$ cat src/rtl/gbfd_pkg.sv
package gbfd_pkg;

	localparam int unsigned BYTE_W   = 8;
	localparam int unsigned INDEX_W  = 17;
	localparam int unsigned LEN_W    = 17;
	localparam int unsigned CRC_W    = 32;

	localparam logic [BYTE_W-1:0]  SYNC_A    = 8'hAA;
	localparam logic [BYTE_W-1:0]  SYNC_B    = 8'h44;
	localparam logic [BYTE_W-1:0]  SYNC_C    = 8'h12;
	localparam logic [LEN_W-1:0]   HDR_LEN   = 17'd28;
	localparam logic [LEN_W-1:0]   LIMIT_RST = 17'd16380;
	localparam logic [CRC_W-1:0]   CRC_POLY  = 32'hEDB88320;

	typedef enum logic [2:0] {
		ST_NONE      = 3'd0,
		ST_LEN_ERR   = 3'd1,
		ST_CRC_ERR   = 3'd2,
		ST_ZERO_WEEK = 3'd3,
		ST_GOOD      = 3'd4
	} frame_status_t;

	// Everything reported for one byte.
	typedef struct packed {
		logic [BYTE_W-1:0]  data;
		logic               in_frame;
		logic [INDEX_W-1:0] index;
		logic               frame_end;
		frame_status_t      status;
		logic [15:0]        msg_id;
		logic [15:0]        week;
		logic [31:0]        tow;
		logic [15:0]        plen;
	} gbfd_res_t;

	// Reflected CRC-32 update by one byte, one bit per step.
	function automatic logic [CRC_W-1:0] crc_byte(input logic [CRC_W-1:0] crc,
		input logic [BYTE_W-1:0] b);
		logic [CRC_W-1:0] c;
		c = crc ^ {24'd0, b};
		for (int k = 0; k < BYTE_W; k++) begin
			if (c[0]) begin
				c = (c >> 1) ^ CRC_POLY;
			end else begin
				c = c >> 1;
			end
		end
		return c;
	endfunction

	// CRC after the three sync bytes, from a zero start.
	localparam logic [CRC_W-1:0] CRC_SYNC =
		crc_byte(crc_byte(crc_byte(32'd0, SYNC_A), SYNC_B), SYNC_C);

endpackage

$ cat src/rtl/gnss_binary_frame_deframer.sv
// Path: a byte accepted on the input is held in the input register, then in the result
// register, from which it is presented on the output.
// Throughput: one beat per cycle while the output is not stalled, set by the single-byte
// CRC-32 update and the frame counter; stage one can fill while the output is stalled.
// Reset: arst_n clears the frame state to hunting, the length limit to 16380
// and both stage valids; payload registers are not reset.
module gnss_binary_frame_deframer
	import gbfd_pkg::*;
(
	input  logic               clk,
	input  logic               arst_n,
	// Configuration: frame length limit, written while the block is idle.
	input  logic               cfg_we,
	input  logic [LEN_W-1:0]   cfg_wdata,
	// Input channel: one received byte per beat.
	input  logic               in_valid,
	output logic               in_stall,
	input  logic [BYTE_W-1:0]  byte_in,
	// Output channel: one result per received byte.
	output logic               out_valid,
	input  logic               out_stall,
	output logic [BYTE_W-1:0]  byte_out,
	output logic               in_frame,
	output logic [INDEX_W-1:0] byte_index,
	output logic               frame_end,
	output logic [2:0]         frame_status,
	output logic [15:0]        msg_id,
	output logic [15:0]        week_number,
	output logic [31:0]        tow_ms,
	output logic [15:0]        payload_len
);

	// Stage one simply captures the incoming byte. The deframing logic then
	// works between this register and the result register, so the CRC and
	// counter paths never start at an input pin.
	logic              s1_valid_q;
	logic [BYTE_W-1:0] s1_byte_q;

	// The result register is free when it is empty or its beat is being
	// taken this cycle. Stage one moves on whenever that is so, and a new
	// byte may enter stage one when stage one is empty or moving on. This
	// keeps a full rate of one beat per cycle while a stall ripples back
	// only as far as it needs to.
	logic      out_free;
	logic      s1_adv;
	gbfd_res_t res;

	assign out_free = !out_valid || !out_stall;
	assign s1_adv   = s1_valid_q && out_free;
	assign in_stall = s1_valid_q && !out_free;

	always_ff @(posedge clk or negedge arst_n) begin
		if (!arst_n) begin
			s1_valid_q <= 1'b0;
		end else if (!in_stall) begin
			s1_valid_q <= in_valid;
		end
	end

	always_ff @(posedge clk) begin
		if (in_valid && !in_stall) begin
			s1_byte_q <= byte_in;
		end
	end

	// The deframer holds the hunt history, the frame counter, the CRC and the
	// captured header fields. Its state moves only when a byte leaves stage
	// one, so the result it presents belongs to exactly that byte.
	gbfd_core u_core (
		.clk       (clk),
		.arst_n    (arst_n),
		.cfg_we    (cfg_we),
		.cfg_wdata (cfg_wdata),
		.step      (s1_adv),
		.data      (s1_byte_q),
		.res       (res)
	);

	// Result register. It is loaded whenever stage one advances and held
	// otherwise, so a stalled beat keeps its payload.
	logic      out_valid_q;
	gbfd_res_t res_q;

	always_ff @(posedge clk or negedge arst_n) begin
		if (!arst_n) begin
			out_valid_q <= 1'b0;
		end else if (out_free) begin
			out_valid_q <= s1_valid_q;
		end
	end

	always_ff @(posedge clk) begin
		if (s1_adv) begin
			res_q <= res;
		end
	end

	assign out_valid    = out_valid_q;
	assign byte_out     = res_q.data;
	assign in_frame     = res_q.in_frame;
	assign byte_index   = res_q.index;
	assign frame_end    = res_q.frame_end;
	assign frame_status = res_q.status;
	assign msg_id       = res_q.msg_id;
	assign week_number  = res_q.week;
	assign tow_ms       = res_q.tow;
	assign payload_len  = res_q.plen;

	// A status is reported exactly on the byte that closes a frame.
	a_status_on_end: assert property (@(posedge clk) disable iff (!arst_n)
		out_valid |-> ((frame_status != ST_NONE) == frame_end))
		else $error("frame status and frame end disagree");

	// Only a byte inside a synced frame can close one.
	a_end_in_frame: assert property (@(posedge clk) disable iff (!arst_n)
		(out_valid && frame_end) |-> in_frame)
		else $error("frame end reported on a hunting byte");

	// Hunting bytes carry no position.
	a_hunt_index: assert property (@(posedge clk) disable iff (!arst_n)
		(out_valid && !in_frame) |-> (byte_index == '0))
		else $error("hunting byte with a non-zero index");

	// The input is held off only when both stages are occupied and stalled.
	a_stall_full: assert property (@(posedge clk) disable iff (!arst_n)
		in_stall |-> (s1_valid_q && out_valid && out_stall))
		else $error("input stalled with room in the pipeline");

endmodule

$ cat src/rtl/gbfd_core.sv
module gbfd_core
	import gbfd_pkg::*;
(
	input  logic              clk,
	input  logic              arst_n,
	input  logic              cfg_we,
	input  logic [LEN_W-1:0]  cfg_wdata,
	input  logic              step,
	input  logic [BYTE_W-1:0] data,
	output gbfd_res_t         res
);

	localparam logic [INDEX_W-1:0] IDX_MSG_LO  = 17'd4;
	localparam logic [INDEX_W-1:0] IDX_MSG_HI  = 17'd5;
	localparam logic [INDEX_W-1:0] IDX_LEN_LO  = 17'd8;
	localparam logic [INDEX_W-1:0] IDX_LEN_HI  = 17'd9;
	localparam logic [INDEX_W-1:0] IDX_HDR_END = 17'd10;
	localparam logic [INDEX_W-1:0] IDX_WEEK_LO = 17'd14;
	localparam logic [INDEX_W-1:0] IDX_WEEK_HI = 17'd15;
	localparam logic [INDEX_W-1:0] IDX_TOW_0   = 17'd16;
	localparam logic [INDEX_W-1:0] IDX_TOW_3   = 17'd19;
	localparam logic [INDEX_W-1:0] IDX_SYNC_C  = 17'd2;
	localparam logic [INDEX_W-1:0] IDX_FIRST   = 17'd3;
	localparam logic [INDEX_W-1:0] CRC_BYTES   = 17'd3;

	logic [LEN_W-1:0]   limit_q;
	logic [15:0]        hist_q, hist_n;
	logic [INDEX_W-1:0] count_q, count_n;
	logic [LEN_W-1:0]   total_q, total_n;
	logic [CRC_W-1:0]   crc_q, crc_n;
	logic [CRC_W-1:0]   rcrc_q, rcrc_n;
	logic [15:0]        msg_q, msg_n;
	logic [15:0]        week_q, week_n;
	logic [31:0]        tow_q, tow_n;
	logic               early;
	logic [LEN_W-1:0]   plen_full;

	always_comb begin
		hist_n  = hist_q;
		count_n = count_q;
		total_n = total_q;
		crc_n   = crc_q;
		rcrc_n  = rcrc_q;
		msg_n   = msg_q;
		week_n  = week_q;
		tow_n   = tow_q;
		early   = 1'b0;
		res.in_frame  = 1'b0;
		res.index     = '0;
		res.frame_end = 1'b0;
		res.status    = ST_NONE;

		if (count_q == '0) begin
			if (hist_q == {SYNC_A, SYNC_B} && data == SYNC_C) begin
				count_n = IDX_FIRST;
				hist_n  = '0;
				total_n = '0;
				rcrc_n  = '0;
				msg_n   = '0;
				week_n  = '0;
				tow_n   = '0;
				crc_n   = CRC_SYNC;
				res.in_frame = 1'b1;
				res.index    = IDX_SYNC_C;
				early        = 1'b1;
			end else begin
				hist_n = {hist_q[7:0], data};
			end
		end else begin
			res.in_frame = 1'b1;
			res.index    = count_q;
			count_n      = count_q + 17'd1;
			if (count_q < IDX_HDR_END || count_q < total_q) begin
				crc_n = crc_byte(crc_q, data);
			end
			if (count_q == IDX_MSG_LO) msg_n = {msg_q[15:8], data};
			if (count_q == IDX_MSG_HI) msg_n = {data, msg_q[7:0]};
			if (count_q == IDX_LEN_LO) total_n = {9'd0, data};
			if (count_q == IDX_LEN_HI) total_n = {1'b0, data, total_q[7:0]} + HDR_LEN;
			if (count_q == IDX_WEEK_LO) week_n = {week_q[15:8], data};
			if (count_q == IDX_WEEK_HI) week_n = {data, week_q[7:0]};
			if (count_q >= IDX_TOW_0 && count_q <= IDX_TOW_3) begin
				tow_n = {data, tow_q[31:8]};
			end
			early = (count_q < IDX_LEN_HI);

			if (count_q == IDX_LEN_HI && total_n > limit_q) begin
				res.frame_end = 1'b1;
				res.status    = ST_LEN_ERR;
			end else if (count_q >= IDX_HDR_END && count_q >= total_n) begin
				rcrc_n = {data, rcrc_q[31:8]};
				if (count_q == total_n + CRC_BYTES) begin
					res.frame_end = 1'b1;
					priority if (crc_n != rcrc_n) begin
						res.status = ST_CRC_ERR;
					end else if (week_n == '0) begin
						res.status = ST_ZERO_WEEK;
					end else begin
						res.status = ST_GOOD;
					end
				end
			end
			if (res.frame_end) begin
				count_n = '0;
				hist_n  = '0;
			end
		end

		plen_full  = total_n - HDR_LEN;
		res.data   = data;
		res.msg_id = msg_n;
		res.week   = week_n;
		res.tow    = tow_n;
		res.plen   = (!early && total_n >= HDR_LEN) ? plen_full[15:0] : 16'd0;
	end

	always_ff @(posedge clk or negedge arst_n) begin
		if (!arst_n) begin
			limit_q <= LIMIT_RST;
			hist_q  <= '0;
			count_q <= '0;
			total_q <= '0;
			crc_q   <= '0;
			rcrc_q  <= '0;
			msg_q   <= '0;
			week_q  <= '0;
			tow_q   <= '0;
		end else begin
			if (cfg_we) begin
				limit_q <= cfg_wdata;
			end
			if (step) begin
				hist_q  <= hist_n;
				count_q <= count_n;
				total_q <= total_n;
				crc_q   <= crc_n;
				rcrc_q  <= rcrc_n;
				msg_q   <= msg_n;
				week_q  <= week_n;
				tow_q   <= tow_n;
			end
		end
	end

endmodule

$ cat config.mk
export PLATFORM = sky130hd
export DESIGN_NAME = gnss_binary_frame_deframer
export DESIGN_NICKNAME = d
export VERILOG_FILES = /design/src/rtl/gbfd_pkg.sv /design/src/rtl/gnss_binary_frame_deframer.sv /design/src/rtl/gbfd_core.sv
export SDC_FILE = /design/constraint.sdc
export NUM_CORES = 1
export LEC_CHECK = 0
export BUFFER_PORTS_ARGS = -buffer_cell sky130_fd_sc_hd__buf_4
export CAP_MARGIN = 0
export CORE_ASPECT_RATIO = 1.2
export CORE_MARGIN = 2
export CORE_UTILIZATION = 30
export DETAILED_ROUTE_END_ITERATION = 10
export SYNTH_ARGS = -nofsm -noshare
export SYNTH_HDL_FRONTEND = slang
export SYNTH_SLANG_ARGS = --single-unit
$ cat constraint.sdc
create_clock -name clk -period 6.2 [get_ports clk]
set_clock_uncertainty 0.1 [all_clocks]
set_input_delay 0.93 -clock clk [delete_from_list [all_inputs] [get_ports clk]]
set_output_delay 0.93 -clock clk [all_outputs]
set_load 0.02 [all_outputs]
==> results.tsv <==
stage	metric	value	unit
status	status	finished clean	
drt	postRouteAntennaNets	0	
critical_path	cp.depth	21	
logic_synthesis	synth-seq-cells	307	
sta	slew_headroom	27.2	%
pwr	pwr-share-clk	20.9	%
placement	portBuffers	141	
drt	post_drt_via_cell_ratio	5.47	
drt	drc	0	
pwr	p_per_area	465	nW/um^2
die	core-area	56800	um^2
clock_network	path_clk_slew	0.07	ns
sta	setup_viol	0	
die	die_area	59100	um^2
global_routing	grt_first_pass_wirelength	88.0	mm
critical_path	r2r.worst_path.cells	21	
critical_path	cp_slowest_cell	a2111oi_0	
logic_synthesis	synth-seq-area-share	48.4	%
critical_path	cp_max_fo	10	
critical_path	worstSetupEndpointType	flop	
drt	drt_iter0_drc	1409	
die	die_y	266	um
critical_path	slowest_delay	0.50	ns
critical_path	path_buf_inv	4	
global_routing	grt-ovfl-total	0	
final_layout	drive_above_1_share	17.4	%
final_layout	areaGrowthSynthToFinish	18.5	%
clock_network	insertion_delay	0.61	ns
sta	grt_setup_unrepaired	false	
final_layout	antenna_cells	0	
global_routing	grtUsageTotal	19.2	%
clock_network	clockBufferDepth	3	
logic_synthesis	syn_inst	1732	
logic_synthesis	netlist_area	17100	um^2
logic_synthesis	yosys_warnings	0	
pwr	combPwrFrac	48.9	%
final_layout	nNetsFinal	1943	
critical_path	cp_data_required_time	6.56	ns
drt	wl_per_cell	22.3	um
drt	routed_wl	58.3	mm
run	max_cap_viol_count	0	
critical_path	worst_path_dominant_cell_family	simple AND/OR/NAND/NOR gates	
placement	post-dp-hpwl	41.1	mm
final_layout	final_util	35.7	%
die	num_rows	96	
critical_path	cp.arrival	6.05	ns
logic_synthesis	synth_flop_cell	dfrtp_1	
pwr	switchingPower	3.94	mW
logic_synthesis	synth_cell_types	85	
sta	finalSetupTns	0	ns
die	initial_core_util	30.2	%
global_routing	grt_max_degree	141	
clock_network	holdBufCountCts	0	
clock_network	cts_sinks	307	
sta	hold_viol	0	
clock_network	cts_tree	built	
pwr	power.leakage	8.29	nW
drt	drt_pass1_iterations	5	
global_routing	antenna_found_initial	1	
global_routing	first_global_vias	14100	
pwr	sw_frac_of_total	41.7	%
die	io_pins	142	
placement	gp_congestion	0.933	
sta	finalCritPeriodShare	91.9	%
clock_network	cts_root_buf	clkbuf_16	
clock_network	htree_levels	1	
pwr	pwr-share-seq	30.2	%
die	die_w	222	um
sta	fmax	176	MHz
clock_network	cts_resized	0	
logic_synthesis	async_flop_share	61.6	%
logic_synthesis	synth_edf_count	118	
critical_path	startpoint_type	flop	
clock_network	numCtsBuffers	31	
pwr	ir_drop	0.000285	V
critical_path	crit_type	flop to flop	
logic_synthesis	avgSynthCellArea	9.90	um^2
clock_network	postCtsSetupRepairBufs	0	
pwr	p_int	5.51	mW
sta	period_needed	5.70	ns
critical_path	path_cells	inv_1, ha_1, nor2b_1, nand2_1, nor2_1, mux2i_1, buf_4, inv_1, ha_1, nor2b_2, a311oi_1, a2111oi_0, nor3_1, a221o_1, and4_1, o21ai_0, buf_4, a21oi_1, nand4_1, nor2_2, o41ai_2	
worst_hold_path	hold_path_class	primary input to async pin	
sta	holdWs	0.195	ns
drt	vias	14300	
sta	finalMaxSlewViolations	0	
sta	worst_pin_slew	1.09	ns
logic_synthesis	syn-num-nets	1815	
-- path summary, 6_finish.rpt --
check	startpoint	endpoint	slack, ns
min in group clk	u_core.tow_q[1]	u_core.tow_q[1]	0.38
worst min register to register	u_core.tow_q[1]	u_core.tow_q[1]	0.38
worst max register to register	u_core.count_q[0]	u_core.count_q[12]	0.50
max in group asynchronous	arst_n	u_core.tow_q[26]	4.54
worst max-delay path	u_core.count_q[0]	u_core.count_q[12]	0.50
worst min-delay path	arst_n	out_valid	0.19
-- flip-flops by register name, indices dropped and copies added, names as in the netlist, 17 cells and up --
name / flops
u_core.count_q: 17
u_core.tow_q: 32
u_core.total_q: 17
u_core.limit_q: 17
u_core.crc_q: 32
byte_index: 17
tow_ms: 32
u_core.rcrc_q: 24
-- final cells by class --
type	instances	area, um^2
clock buffer	39	826
sequential	307	8290
fill	5648	36500
timing repair buffer	215	1630
clock inverter	19	224
multi-input combinational	1233	8150
inverter	72	275
tap	735	920
-- cell families (layout without fill, tap and decap cells) --
family | after synthesis | count (layout) | share of synthesized area [%]
fa+ha+maj | 53 | 53 | 3.87
compound gates | 474 | 474 | 18.6
simple gates | 527 | 527 | 15.1
xor+xnor | 139 | 139 | 7.27
mux | 40 | 40 | 2.45
flops | 307 | 307 | 48.4
buf+inv | 192 | 345 | 4.37
-- metal layers --
layer	global-route usage, %	vias up	share of wire, %
met5	0	-	0
met4	8.75	0	4.7
met3	2.47	125	5.7
met2	32.1	554	48
met1	24.8	7125	42
li1	-	6540	-
-- power by group through the flow --
stage                     combinational (mW)  clock [mW]  sequential [mW]
after global routing                    4.99        2.10             2.88
final                                   4.62        1.97             2.85
after global placement                  4.54           0             2.86
after floorplan                         3.18           0             2.84
after detailed placement                4.56           0             2.87
after CTS                               4.59        2.02             2.84
-- metrics by stage --
step / std cells / setup WS, ns / area, um^2 / power (mW)
detailed placement: 2562 / 0.351 / 19200 / 7.43
finish: 2620 / 0.505 / 20300 / 9.44
global placement: 2562 / 0.147 / 19200 / 7.40
global route: 2620 / 0.0860 / 20300 / 9.97
CTS: 2620 / 0.280 / 20300 / 9.44
floorplan: 1732 / 0.541 / 17100 / 6.02
-- synthesized netlist by cell type (9+ instances only) --
cell type | n | area, um^2
nand4_1 | 25 | 156
a21oi_1 | 48 | 240
xor2_1 | 39 | 342
a21o_1 | 15 | 113
a41oi_1 | 12 | 105
ha_1 | 53 | 663
nor4_1 | 24 | 150
dfstp_2 | 12 | 315
a211oi_1 | 9 | 67.6
nand3_1 | 33 | 165
a221oi_1 | 9 | 78.8
edfxtp_1 | 118 | 3540
o22ai_1 | 25 | 156
inv_1 | 71 | 267
o21ai_0 | 162 | 811
a22o_1 | 63 | 552
and2_1 | 17 | 106
mux2i_1 | 25 | 250
a22oi_1 | 24 | 180
or3_1 | 13 | 81.3
dfrtp_1 | 177 | 4430
nand2_1 | 241 | 905
nor3_1 | 26 | 130
nor2_1 | 80 | 300
a21boi_0 | 32 | 240
xnor2_1 | 98 | 858
mux2_2 | 15 | 169
o21ai_1 | 10 | 50.1
clkbuf_1 | 103 | 387
-- cells in the final DEF, fill, tap and decap left out, drive strengths merged, types with 53 or more instances in the layout --
| cell | instances |
|---|---|
| a22o | 63 |
| buf | 215 |
| dfrtp | 177 |
| edfxtp | 118 |
| ha | 53 |
| inv | 74 |
| nand2 | 241 |
| nor2 | 82 |
| o21ai | 172 |
| xnor2 | 98 |
No activity file was read; power rests on OpenSTA's default activity.
